### src/rtl/rpd_fifo.sv
module rpd_fifo #(
   parameter int WIDTH = 8,
   parameter int DEPTH = 4
) (
   input  logic                       clock,
   input  logic                       reset,
   input  logic                       push,
   input  logic [WIDTH-1:0]           push_data,
   input  logic                       pop,
   output logic [WIDTH-1:0]           pop_data,
   output logic                       empty,
   output logic                       full,
   output logic [$clog2(DEPTH+1)-1:0] count
);

   localparam int PW = (DEPTH > 1) ? $clog2(DEPTH) : 1;
   localparam int CW = $clog2(DEPTH + 1);

   logic [WIDTH-1:0] slot_ff [DEPTH];
   logic [PW-1:0]    wr_ptr_ff, wr_ptr_in;
   logic [PW-1:0]    rd_ptr_ff, rd_ptr_in;
   logic [CW-1:0]    count_ff, count_in;
   logic             do_push, do_pop;

   assign empty    = (count_ff == '0);
   assign full     = (count_ff == CW'(DEPTH));
   assign count    = count_ff;
   assign pop_data = slot_ff[rd_ptr_ff];
   assign do_push  = push && !full;
   assign do_pop   = pop && !empty;

   always_comb begin
      wr_ptr_in = wr_ptr_ff;
      rd_ptr_in = rd_ptr_ff;
      count_in  = count_ff;
      if (do_push) begin
         wr_ptr_in = (wr_ptr_ff == PW'(DEPTH - 1)) ? '0 : wr_ptr_ff + 1'b1;
      end
      if (do_pop) begin
         rd_ptr_in = (rd_ptr_ff == PW'(DEPTH - 1)) ? '0 : rd_ptr_ff + 1'b1;
      end
      if (do_push && !do_pop) begin
         count_in = count_ff + 1'b1;
      end else if (do_pop && !do_push) begin
         count_in = count_ff - 1'b1;
      end
   end

   always_ff @(posedge clock) begin
      if (reset) begin
         wr_ptr_ff <= '0;
         rd_ptr_ff <= '0;
         count_ff  <= '0;
      end else begin
         wr_ptr_ff <= wr_ptr_in;
         rd_ptr_ff <= rd_ptr_in;
         count_ff  <= count_in;
      end
   end

   always_ff @(posedge clock) begin
      if (do_push) begin
         slot_ff[wr_ptr_ff] <= push_data;
      end
   end

endmodule

### config.mk
export PLATFORM = sky130hd
export DESIGN_NAME = rpd_fifo
export DESIGN_NICKNAME = d
export VERILOG_FILES = /design/src/rtl/rpd_fifo.sv
export SDC_FILE = /design/constraint.sdc
export NUM_CORES = 1
export LEC_CHECK = 0
export BUFFER_PORTS_ARGS = -buffer_cell sky130_fd_sc_hd__buf_2
export CORE_MARGIN = 10
export CORE_UTILIZATION = 35
export CTS_CLUSTER_DIAMETER = 40
export DETAILED_ROUTE_END_ITERATION = 10
export MAX_ROUTING_LAYER = met4
export PLACE_DENSITY = 0.53
export SYNTH_ARGS = -nofsm -noshare
export SYNTH_HDL_FRONTEND = slang
export SYNTH_SLANG_ARGS = --single-unit
### constraint.sdc
create_clock -name clock -period 3.3 [get_ports clock]
set_clock_uncertainty 0.1 [all_clocks]
set_input_delay 0.66 -clock clock [delete_from_list [all_inputs] [get_ports clock]]
set_output_delay 0.66 -clock clock [all_outputs]
set_load 0.05 [all_outputs]
**Yosys cells after proc, flatten, opt, wreduce, memory -nomap -nowiden**

Memories as Yosys holds them, arrays and structs flattened. A register that Yosys moved wholly into a read port is not among the register bits.
Cells that the tools add are included.

- Word-level logic and storage cells: 29
- Bits in writable memories: 32
- Bits of input ports: 12
- Output and inout port bits: 13
- Memories kept: 1
- Register bits after elaboration: 7

Memory list:

| name | depth | bits a word | read ports | clocked after Yosys merged registers in | write ports | RTL line | text |
|---|---|---|---|---|---|---|---|
| slot_ff | 4 | 8 | 1 | 1 | 1 | 19 | `logic [WIDTH-1:0] slot_ff [DEPTH];` |

- Equality and inequality tests: 3
- Reduce and logical (&&, ||, !) cells: 10
- Multiplexer cells: 8
- Add/sub/neg operators: 4

Operators with widths:

| kind | count |
|---|---|
| 2-bit two-way mux | 4 |
| 3-bit two-way mux | 2 |
| 2-bit by 1-bit adder with 2-bit output, second input constant | 2 |
| 2-bit equality test, second input constant | 2 |
| 1-bit logical AND | 4 |
| 1-bit zero test | 4 |
| 3-bit by 1-bit adder with 3-bit output, second input constant | 1 |
| 3-bit equality test, second input constant | 1 |
| 3-bit zero test | 1 |
| 3-bit by 1-bit subtractor with 3-bit output, second input constant | 1 |
| 1-bit two-way mux | 2 |
| 2-bit nonzero test | 1 |

**Longest topological paths before layout**

- Depth after elaboration: 7
- Mapped depth: 10
- Depth with buffers taken out: 9

**Worst setup path before layout**

Ideal clock, no wire load.

- Kind: reg-to-reg
- Start point: register count_ff[0] (netlist: count[0])
- End point: register count_ff[2] (netlist: count[2])
- Path slack: 557 ps
- Period minus slack after synthesis: 2743 ps
- Arrival: 2573 ps
- Required time: 3130 ps
- Setup time: 70 ps
- Cell stages (with the launch flop): 11
- Cell sequence: dfxtp_1 or3b_1 buf_6 clkinv_4 nor2_2 ha_1 inv_1 fa_1 xor2_1 or3_2 a21oi_1

- Longest elaborated chain between the ends: 6
- Elaborated cells on any way between the ends: 15

Ends and longest elaborated chain:

| element | RTL line | text |
|---|---|---|
| from (decl) | 22 | `logic [CW-1:0] count_ff, count_in;` |
| from (signal assigned) | 57 | `count_ff <= count_in;` |
| 3-bit equality test (*) | 26 | `assign full = (count_ff == CW'(DEPTH));` |
| via full | 12 | `output logic full,` |
| 1-bit zero test (*) | 29 | `assign do_push = push && !full;` |
| 1-bit logical AND (*) | 29 |  |
| via do_push | 23 | `logic do_push, do_pop;` |
| 1-bit zero test | 44 | `end else if (do_pop && !do_push) begin` |
| 1-bit logical AND | 44 |  |
| 2-bit nonzero test (no line) | -- |  |

The timed path passes the listed nets; every way through them passes the cells marked *. The select of a mux whose other input is x is not followed.
A chain may end at the register's enable or synchronous reset.

==> flow_summary.yaml <==
outcome:
  status: "complete, no violations"
cts:
  root_buffer: "clkbuf_8"
  ctsResizeCount: 0
  cts-htree-levels: 2
  clk_path_buf_depth: 2
  insertion_delay_ps: 290
  path_clk_slew_ps: 80
  post_cts_buffers: 0
  numCtsBuffers: 5
  clock_sinks: 41
  cts_tree: "yes"
  cts_hold_buf: 0
route:
  dr.pass1.iters: 4
  ant_nets: 0
  drc: 0
  wl_per_cell_um: 17.0
  vias: 847
  via_per_inst: 4.92
  drtIter0Drc: 40
  routed_wl_um: 2920
synth:
  syn_nets: 111
  synth_cell_types: 26
  ys_ff_latch: 41
  yosysTopAreaCell: "edfxtp_1"
  synthTopCellsByArea: "edfxtp_1 (58%), dfxtp_1 (11%), mux4_2 (11%)"
  netlist_instances: 92
  yosysSeqAreaShare_pct: 69.4
  syn-cell-area_um2: 1650
  syn_area_per_cell_um2: 17.9
  ys.warnings.count: 0
  yosys.area.top_type_share_pct: 58.4
critical_path:
  arrival_ps: 1790
  cp_num_buf_inv: 1
  critPathMaxStageDelay_ps: 690
  crit_path_max_fanout: 8
  crit_chain: "mux4_2 -> buf_2"
  endpoint_kind: "primary output"
  crit_path_start_kind: "flip-flop"
  regToRegSetupSlack_ps: 780
  critical_path.top_delay_family: "flip-flops"
  crit_required_ps: 2540
  slowest_stage: "dfxtp_1"
  critPathKind: "flip-flop to primary output"
timing:
  period_minus_slack_ps: 2550
  fmax_mhz: 392
  slew_headroom_pct: 62.1
  drv_slew: 0
  hold_viol: 0
  finalCritPeriodShare_pct: 77.3
  finalSetupViolCount: 0
  worstMarginPinSlew_ps: 567
  fin_tns_setup_ps: 0
  rsz0062_at_grt: "no"
layout:
  n_antenna_cell: 0
  nets: 138
  drive_above_1_share_pct: 40.8
  syn_to_final_growth_pct: 15.0
  design_area_um2: 1890
  fin_cells: 172
global_routing:
  grt_remaining_overflow: 0
  grt_antenna_before_repair: 0
  first_global_vias: 942
  grt_pass1_wl_um: 4570
  grt_max_degree: 14
  gr-usage-all-layers_pct: 8.22
die:
  floorplan.initialDensity_pct: 37.0
  coreArea_um2: 4440
  dieArea_um2: 7840
  row_count: 24
  die_height_um: 88.6
  dieWidth_um: 88.6
  io_pins: 25
power:
  power.leakage_nw: 0.709
  ir_drop_v: 0.000482
  pwr_density_cell_nw_per_um2: 819
  p_total_w: 0.00155
placed_design:
  dp_cells: 164
  io_buffers: 24
  gp_routability_congestion: 0.658
  place_hpwl_um: 2070
  placed_cell_area_um2: 1810
flow_run:
  maxCapViolations: 0
worst_hold_path:
  hp-class: "flip-flop to flip-flop"
-- state kept, by name, indices dropped and copies added (netlist names), named ones only --
signal     count
wr_ptr_ff      2
slot_ff       32
count          3
rd_ptr_ff      2
-- cells in the mapped netlist, drive strengths merged --
master and n:
clkinv 1, xor2 2, a21oi 3, fa 1, or3b 1, o21ai 2, edfxtp 32, ha 6
nand3 2, or3 2, buf 3, nor2 4, mux2i 2, dfxtp 9, nor3 2, clkbuf 1
nand2 1, o31ai 2, mux4 8, and3 4, inv 4
-- layout make-up --
class,instances,area (µm²)
flip-flops and latches,41,1140
inverters,5,23.8
repair buffers,24,120
clock inverters,3,16.3
fillers,409,2550
multi-input cells,42,457
clock buffers,5,68.8
well taps,52,65.1
-- final timing paths --
check / depth (start not counted) / to / startpoint
max: 2 / pop_data[7] / flip-flop
min: 2 / rd_ptr_ff[0] / rd_ptr_ff[0]
max reg2reg: 9 / count[2] / count[0]
min reg2reg: 2 / rd_ptr_ff[0] / rd_ptr_ff[0]
-- power by group --
| group | internal [W] | switching (W) |
|---|---|---|
| registers | 0.000629 | 0.0000650 |
| clock network | 0.000147 | 0.000171 |
| logic | 0.000175 | 0.000363 |
| total | 0.000951 | 0.000599 |
-- per-stage QoR --
step	util, %	worst slack, ps	hold slack (ps)
after floorplan	-	557	363
after global placement	40.7	846	373
after detailed placement	40.7	746	400
after CTS	42.6	674	411
after global routing	42.6	567	441
final	42.6	749	408
-- placed cells by master, fill, tap and decap left out, types with 3 or more instances in the layout --
cell type  netlist  final
a21oi_1          3      3
inv_1            4      4
and3_2           4      4
dfxtp_1          9      9
mux4_2           8      8
nor2_1           3      3
edfxtp_1        32     32
clkbuf_8         0      5
ha_1             6      6
buf_2            1     24
-- cell families (layout without fill, tap and decap cells) --
family | count (synthesis) | in the layout | synth area share (%)
AOI/OAI and AO/OA | 7 | 7 | 3.04
xor gates and xnor gates | 2 | 2 | 1.06
adders and majority gates | 7 | 7 | 5.78
buffers and inverters | 9 | 37 | 2.89
DFF | 41 | 41 | 69.4
muxes | 10 | 10 | 12.2
and+or+nand+nor | 16 | 16 | 5.70
-- tightest hold or removal path, delay by kind of cell, from the launching register on --
family             cells  cell delay (ps)
AOI/OAI and AO/OA      1               70
DFF                    1              330
and+or+nand+nor        1               60
-- routing by layer --
layer | track usage [%] | part of all wire [%] | vias to the layer above
met1 | 9.17 | 46 | 414
met5 | - | 0 | -
li1 | - | - | 405
met3 | 3.49 | 4.5 | 4
met4 | 3.08 | 0.89 | 0
met2 | 12.9 | 49 | 24
Power figures use the tool's default switching activity.
