--- src/rtl/rpd_pkg.sv ---
package rpd_pkg;

   localparam int HEADER_LEN = 128;
   localparam int HC_W       = 8;
   localparam int WORD_W     = 16;
   localparam int GEOM_W     = 17;
   localparam int LEN_W      = 6;
   localparam int CMD_DEPTH  = 2;
   localparam int OUT_DEPTH  = 4;
   localparam int OUT_CNT_W  = 3;

   localparam logic [1:0] RUN_MARK = 2'b11;

   localparam logic [1:0] PLANE_RED   = 2'd0;
   localparam logic [1:0] PLANE_GREEN = 2'd1;
   localparam logic [1:0] PLANE_BLUE  = 2'd2;
   localparam logic [1:0] PLANE_LAST  = 2'd3;

   localparam logic [HC_W-1:0] HDR_XMIN_LO = 8'd4;
   localparam logic [HC_W-1:0] HDR_YMAX_HI = 8'd11;
   localparam logic [HC_W-1:0] HDR_LAST    = 8'd127;

   typedef struct packed {
      logic              geom;
      logic              empty_img;
      logic [7:0]        value;
      logic [LEN_W-1:0]  len;
      logic [GEOM_W-1:0] width;
      logic [GEOM_W-1:0] height;
   } cmd_type;

   typedef struct packed {
      logic [7:0]  red;
      logic [7:0]  green;
      logic [7:0]  blue;
      logic [9:0]  pixel_column;
      logic [15:0] pixel_row;
      logic        run_last;
   } pix_type;

endpackage

--- src/rtl/rpd_front.sv ---
module rpd_front (
   input  logic             clock,
   input  logic             reset,
   input  logic             accept,
   input  logic [7:0]       data_byte,
   input  logic             start_of_file,
   output logic             cmd_push,
   output rpd_pkg::cmd_type cmd_data
);

   logic [rpd_pkg::HC_W-1:0]   hc_ff, hc_in, hc_eff;
   logic [rpd_pkg::WORD_W-1:0] word_ff [4];
   logic [rpd_pkg::WORD_W-1:0] word_in [4];
   logic                       pend_ff, pend_in, pend_eff;
   logic [rpd_pkg::LEN_W-1:0]  len_ff, len_in;
   logic [rpd_pkg::HC_W-1:0]   hofs;
   logic [1:0]                 widx;
   logic [rpd_pkg::GEOM_W:0]   wdiff, hdiff;

   assign hc_eff   = start_of_file ? '0 : hc_ff;
   assign pend_eff = start_of_file ? 1'b0 : pend_ff;
   assign hofs     = hc_eff - rpd_pkg::HDR_XMIN_LO;
   assign widx     = hofs[2:1];
   assign wdiff    = {2'b0, word_ff[2]} - {2'b0, word_ff[0]} + 1'b1;
   assign hdiff    = {2'b0, word_ff[3]} - {2'b0, word_ff[1]} + 1'b1;

   always_comb begin
      hc_in    = hc_ff;
      pend_in  = pend_ff;
      len_in   = len_ff;
      cmd_push = 1'b0;
      cmd_data.geom      = 1'b0;
      cmd_data.empty_img = (word_ff[2] < word_ff[0]) || (word_ff[3] < word_ff[1]);
      cmd_data.value     = data_byte;
      cmd_data.len       = rpd_pkg::LEN_W'(1);
      cmd_data.width     = wdiff[rpd_pkg::GEOM_W-1:0];
      cmd_data.height    = hdiff[rpd_pkg::GEOM_W-1:0];
      for (int i = 0; i < 4; i++) begin
         word_in[i] = start_of_file ? '0 : word_ff[i];
      end
      if (accept) begin
         pend_in = pend_eff;
         if (hc_eff < rpd_pkg::HC_W'(rpd_pkg::HEADER_LEN)) begin
            if (hc_eff >= rpd_pkg::HDR_XMIN_LO && hc_eff <= rpd_pkg::HDR_YMAX_HI) begin
               if (hc_eff[0]) begin
                  word_in[widx][15:8] = data_byte;
               end else begin
                  word_in[widx][7:0] = data_byte;
               end
            end
            hc_in = hc_eff + 1'b1;
            if (hc_eff == rpd_pkg::HDR_LAST) begin
               cmd_push      = 1'b1;
               cmd_data.geom = 1'b1;
            end
         end else if (pend_eff) begin
            pend_in      = 1'b0;
            cmd_data.len = len_ff;
            cmd_push     = (len_ff != '0);
         end else if (data_byte[7:6] == rpd_pkg::RUN_MARK) begin
            pend_in = 1'b1;
            len_in  = data_byte[5:0];
         end else begin
            cmd_push = 1'b1;
         end
      end else begin
         for (int i = 0; i < 4; i++) begin
            word_in[i] = word_ff[i];
         end
      end
   end

   always_ff @(posedge clock) begin
      if (reset) begin
         hc_ff   <= '0;
         pend_ff <= 1'b0;
         len_ff  <= '0;
         for (int i = 0; i < 4; i++) begin
            word_ff[i] <= '0;
         end
      end else begin
         hc_ff   <= hc_in;
         pend_ff <= pend_in;
         len_ff  <= len_in;
         for (int i = 0; i < 4; i++) begin
            word_ff[i] <= word_in[i];
         end
      end
   end

endmodule

--- config.mk ---
export PLATFORM = sky130hd
export DESIGN_NAME = rpd_front
export DESIGN_NICKNAME = d
export VERILOG_FILES = /design/src/rtl/rpd_pkg.sv /design/src/rtl/rpd_front.sv
export SDC_FILE = /design/constraint.sdc
export NUM_CORES = 1
export LEC_CHECK = 0
export ABC_AREA = 0
export BUFFER_PORTS_ARGS = -buffer_cell sky130_fd_sc_hd__buf_2
export CELL_PAD_IN_SITES_DETAIL_PLACEMENT = 1
export CELL_PAD_IN_SITES_GLOBAL_PLACEMENT = 1
export CORE_MARGIN = 4
export CORE_UTILIZATION = 40
export DETAILED_ROUTE_END_ITERATION = 10
export PLACE_DENSITY = 0.74
export SETUP_SLACK_MARGIN = 0.1
export SLEW_MARGIN = 15
export SYNTH_ARGS = -nofsm -noshare
export SYNTH_HDL_FRONTEND = slang
export SYNTH_SLANG_ARGS = --single-unit
--- constraint.sdc ---
create_clock -name clock -period 3.5 [get_ports clock]
set_clock_uncertainty 0.15 [all_clocks]
set_input_delay 0.7 -clock clock [delete_from_list [all_inputs] [get_ports clock]]
set_output_delay 0.7 -clock clock [all_outputs]
set_load 0.05 [all_outputs]
; ---- Yosys cells after proc, flatten, opt, wreduce, memory -nomap -nowiden
; Memories as Yosys holds them, arrays and structs flattened.
; Cells that the tools add are included.
[word_totals]
regBits = 15
latchBits = 0
ramBits = 64
romBits = 0
inputBits = 12
out_inout_bits = 51
word_cells = 68
n_memories = 1
[classes]
addsub = 6
n_mul = 0
div = 0
magnitude_cmp = 7
eq_ne = 2
n_shift = 0
muxes = 36
bitwise_logic = 7
reduce_logical = 6
[memory_table]
columns = name, words, word_bits, rd, rd_ports_with_merged_regs, write_ports, line_no
row1 = word_ff, 4, 16, 4, 0, 4, rpd_front.sv:12  ; logic [rpd_pkg::WORD_W-1:0] word_ff [4];
[ops]
columns = op, count
row1 = 2-to-1 mux 64 bit, 4
row2 = 2-to-1 mux 16 bit, 9
row3 = bitwise mux 64 bit, 2
row4 = demux 16 bit (select 2 bit), 2
row5 = "adder 17 x 2 -> 17 bit, second input constant", 2
row6 = subtractor 16 x 16 -> 17 bit, 2
row7 = < comparator 16 bit, 2
row8 = 2-to-1 mux 6 bit, 3
row9 = 2-to-1 mux 8 bit, 2
row10 = 2-to-1 mux 1 bit, 14
row11 = "adder 8 x 1 -> 8 bit, second input constant", 1
row12 = "equality test 8 x 7 -> 1 bit, second input constant", 1
row13 = "greater-or-equal comparator 8 x 3 -> 1 bit, second input constant", 1
row14 = "<= comparator 8 x 4 -> 1 bit, second input constant", 1
row15 = "< comparator 8 bit, second input constant", 1
row16 = nonzero test 6 bit, 1
row17 = bitwise OR 1 bit, 4
row18 = AND reduction 4 bit, 1
row19 = "greater-or-equal comparator 3 bit, second input constant", 1
row20 = "< comparator 3 x 1 -> 1 bit, second input constant", 1
row21 = inverter 2 -> 3 bit, 1
row22 = "subtractor 3 bit, second input constant", 1
row23 = "equality test 2 bit, second input constant", 1
row24 = logical AND 1 bit, 2
row25 = 3 further kinds, 4

; ---- Depth between registers and ports, before layout
[logic_depth]
ltp_word = 13
mapped_depth = 11
ltp_nobuf = 11

; ---- Worst setup path after synthesis
; No wires, ideal clock.
[synth_timing]
path_type = input-to-output
from = input start_of_file
to = output cmd_push
arrival_ps = 3561
required_time_ps = 2650
path_slack_ps = -911
path_stages = 6
n_path_buf = 0
cell_sequence = nor2b_1 -> ha_1 -> and4b_1 -> nand3_1 -> nor4bb_1 -> a41o_1
[synth_between]
elab_chain_len = 5
elab_cells_between_ends = 8
cone_classes = order compare: 1 / eq/ne: 1 / mux: 6
[synth_lines]
columns = item, line_no
row1 = "start, declared", rpd_front.sv:6  ; input logic start_of_file,
row2 = "parallel branches: the longest is 3 deep, another holds < comparator 8 bit", --
row3 = 2-to-1 mux 1 bit *, rpd_front.sv:43  ; if (hc_eff < rpd_pkg::HC_W'(rpd_pkg::HEADER_LEN)) begin
row4 = 2-to-1 mux 1 bit *, rpd_front.sv:41  ; if (accept) begin
row5 = "end, declared", rpd_front.sv:7  ; output logic cmd_push,
; Mark *: on every way between the ends.

==> results.cfg <==
[floorplan]
floorplan.initialDensity_pct = 41.2
die_area_um2 = 16400
std_cell_rows = 43
die_h_um = 128
die_w_um = 128
placeableCoreArea_um2 = 14000
number_of_top_level_design_ports = 63

[sta]
finalWorstPathRequiredPeriod_ns = 3.83
timing_worst_slew_pin_value_ns = 0.692
relSlewSlack_pct = 53.8
slew_viol_final = 0
fmax_ghz = 0.261
setup_total_negative_slack_ns = -2.78
setup_violations = 17
fin_crit_sh_pct = 109
postLayoutSetupSlackWorst_ns = -0.328
hold_ws_ns = 0.328
hold_violations = 0
grt_setup_unrepaired = true

[synthesis]
synth-edff-count = 0
post_synth_inst_count = 706
synth_fp_nets = 798
synth_seq_cells = 79
synthAdderAreaFrac_pct = 19.3
asyncSetResetFlopFracSynth_pct = 0
synth_top_family_by_area = compound AO/OA/AOI/OAI gates
yosys.cell_types.count = 65
yosys_most_used_dff = sky130_fd_sc_hd__dfxtp_1
yosys_warnings = 0
synth_compound_area_share_pct = 20.7
syn-mean-instance-area_um2 = 8.16
area_share_of_xor_xnor_cells_in_the_synthesized_design_pct = 4.11
synth_simple_gate_area_share_pct = 19.8
synth.yosys.seq_area_share_pct = 27.5
mappedNetlistArea_um2 = 5760
synth.mux.area_fraction_pct = 1.22

[drt]
avgRoutedWirePerCell_um = 19.3
detail-route-antenna-nets = 0
vias_per_cell = 5.63
routed_wl_um = 19000
vias = 5544
detail_route.drc_violations = 0
firstDrtPassIters = 4
drc_marker_count_from_the_first_detailed_route_iteration = 309

[power_and_ir_drop]
power.share.switching_pct = 23.4
intPower_mw = 1.55
combPwrFrac_pct = 5.9
power.switching_uw = 472
total_power_mw = 2.02
total_leakage_power_nw = 3.29
power-per-cell-area_nw_per_um2 = 263
worst_ir_drop_vdd_v = 0.000283
clkPwrFrac_pct = 49.5
seq_power_share_pct = 44.6

[worst_setup_path]
worstSetupPathType = reg -> out
crit_path_end_kind = output port
critical_path_peak_fanout = 2
worstPathArrival_ns = 2.98
critical-path-top-delay-family = compound AO/OA/AOI/OAI gates
cp_cell_sequence = inv_2 > ha_4 > inv_4 > ha_4 > buf_6 > a221o_1 > a311oi_2 > a211oi_2 > a221oi_2 > a21boi_2 > xnor2_4 > buf_6
critical_path_required_ns = 2.65
crit_slowest_cell = sky130_fd_sc_hd__a221oi_2
critical_path_buf_inv_count = 4
start_kind = register
critical_path.max_stage_delay_ns = 0.37
flop_to_flop_setup_slack_ns = 0.90

[grt]
number_of_global_route_vias_before_repair = 5986
track_usage_pct = 23.0
grt_start_max_net_pins = 57
grt_antenna_before_repair = 0
grt_first_pass_wirelength_um = 30600
grt_overflow_total = 0

[final_layout]
leading_cell_types_in_the_layout_fill_and_taps_excluded = sky130_fd_sc_hd__nor2_1, sky130_fd_sc_hd__dfxtp_1, sky130_fd_sc_hd__buf_4
layout-drive-gt1-share_pct = 31.1
finalNonFillerCells = 985
core_occupancy_in_the_finished_layout_pct = 54.9
stdcell_area_um2 = 7680
area.growth.synth_to_final_pct = 33.3
finalNetCount = 892
n_antenna_cell = 0
final_common_cell = sky130_fd_sc_hd__nor2_1

[clock_network]
cts-buffers-inserted = 9
clk_latency_ns = 0.33
clock_tree_from_tritoncts = done
postCtsHoldBufs = 0
ctsHtreeMaxLevel = 3
clock-root-buffer = sky130_fd_sc_hd__clkbuf_16
clkSinkCount = 79
cts.clk_slew.worst_paths_ns = 0.06
cts_max_path_buffers = 2

[outcome]
violations = setup timing
status = complete, but fails checks

[hold_path]
hold_class = reg -> reg

[job]
cap_violations = 0

[place]
finalWeightedCongestion = 0.877
placed_area_um2 = 6650
pre_cts_slack_ns = -0.166
dp.final_hpwl_um = 13200
placed_cells = 957
portBuffers = 62
==> power groups by stage <==
stage          sequential (mW)  combinational [mW]  clock, mW
2_1_floorplan            0.922              0.0803          0
3_3_place_gp             0.923               0.114          0
3_5_place_dp             0.923               0.117          0
4_1_cts                  0.903               0.119       1.02
5_1_grt                  0.903               0.127       1.06
6_report                 0.903               0.119       1.00
==> kinds of logic (layout without fill, tap and decap cells) <==
family	count (synthesis)	in the layout
adders and majority gates	80	80
xor gates and xnor gates	27	27
muxes	7	7
DFF	79	79
AOI/OAI and AO/OA	177	177
buffers and inverters	103	202
and+or+nand+nor	233	233
==> layout make-up <==
| cell class | instances | area, um^2 |
|---|---|---|
| Clock buffer | 9 | 225 |
| Clock inverter | 7 | 96.3 |
| Fill cell | 1637 | 6310 |
| Inverter | 65 | 249 |
| Multi-Input combinational cell | 524 | 4360 |
| Sequential cell | 79 | 1600 |
| Tap cell | 180 | 225 |
| Timing Repair Buffer | 121 | 921 |
==> final timing paths <==
kind | startpoint | to | depth (start not counted)
setup / recovery | word_ff[2][1]$_SDFFE_PP0P_ | cmd_data[33] | 12
hold reg to reg | word_ff[2][6]$_SDFFE_PP0P_ | word_ff[2][6]$_SDFFE_PP0P_ | 2
setup reg to reg | hc_ff[7]$_SDFFE_PP0P_ | word_ff[0][8]$_SDFFE_PP0P_ | 6
hold / removal | word_ff[2][6]$_SDFFE_PP0P_ | word_ff[2][6]$_SDFFE_PP0P_ | 2
==> sequential cells by signal, summed over array words and instances (netlist names) <==
name / cells
word_ff: 64
len_ff: 6
hc_ff: 8
pend_ff: 1
==> repair_timing <==
action                                  in CTS  in global routing
endpoints found under the setup margin      24                 25
setup buffers                               16                  5
pin swaps                                   52                 30
hold endpoints to repair                     0                  0
resized for setup                          121                 37
==> worst min-delay path, cell delays in order, from the launching register on <==
cell and delay [ns]:
sky130_fd_sc_hd__dfxtp_1 0.32, sky130_fd_sc_hd__nand2_1 0.05, sky130_fd_sc_hd__o21ai_0 0.06
==> synth_stat cells (3+ instances only) <==
master                      n  area share (%)
sky130_fd_sc_hd__nor3_1    11            0.96
sky130_fd_sc_hd__nor2_1    86             5.6
sky130_fd_sc_hd__xor2_1     7             1.1
sky130_fd_sc_hd__dfxtp_1   79              27
sky130_fd_sc_hd__and3_1     4            0.43
sky130_fd_sc_hd__a31oi_1    6            0.65
sky130_fd_sc_hd__o21bai_1   3            0.39
sky130_fd_sc_hd__a21oi_1   33             2.9
sky130_fd_sc_hd__mux2i_1    7             1.2
sky130_fd_sc_hd__o31ai_1    3            0.39
sky130_fd_sc_hd__clkbuf_1  21             1.4
sky130_fd_sc_hd__xnor2_1   20             3.0
sky130_fd_sc_hd__buf_1      6            0.39
sky130_fd_sc_hd__o21ai_1   12             1.0
sky130_fd_sc_hd__nor3b_1    4            0.52
sky130_fd_sc_hd__ha_1      65              14
sky130_fd_sc_hd__and2_1    13             1.4
sky130_fd_sc_hd__nor4_1     3            0.33
sky130_fd_sc_hd__nand4_1    6            0.65
sky130_fd_sc_hd__inv_1     63             4.1
sky130_fd_sc_hd__o21ai_0   30             2.6
sky130_fd_sc_hd__a22oi_1   42             5.5
sky130_fd_sc_hd__nand2b_1  12             1.3
sky130_fd_sc_hd__nor2b_1   15             1.6
sky130_fd_sc_hd__a32oi_1    9             1.4
sky130_fd_sc_hd__fa_1      15             5.2
sky130_fd_sc_hd__buf_4      8             1.0
sky130_fd_sc_hd__nand3b_1   5            0.65
sky130_fd_sc_hd__nand2_1   51             3.3
sky130_fd_sc_hd__a21o_1     9             1.2
sky130_fd_sc_hd__a211oi_1   5            0.65
sky130_fd_sc_hd__nand3_1   11            0.96
==> per-layer routing <==
metal	global-route usage (%)	vias to the layer above	wire length [um]
li1	-	2647	-
met1	28.9	2769	8050
met2	41.7	104	9800
met3	3.13	24	824
met4	5.43	0	332
met5	0	-	0
Note: power is estimated with default switching activity, not from simulation.
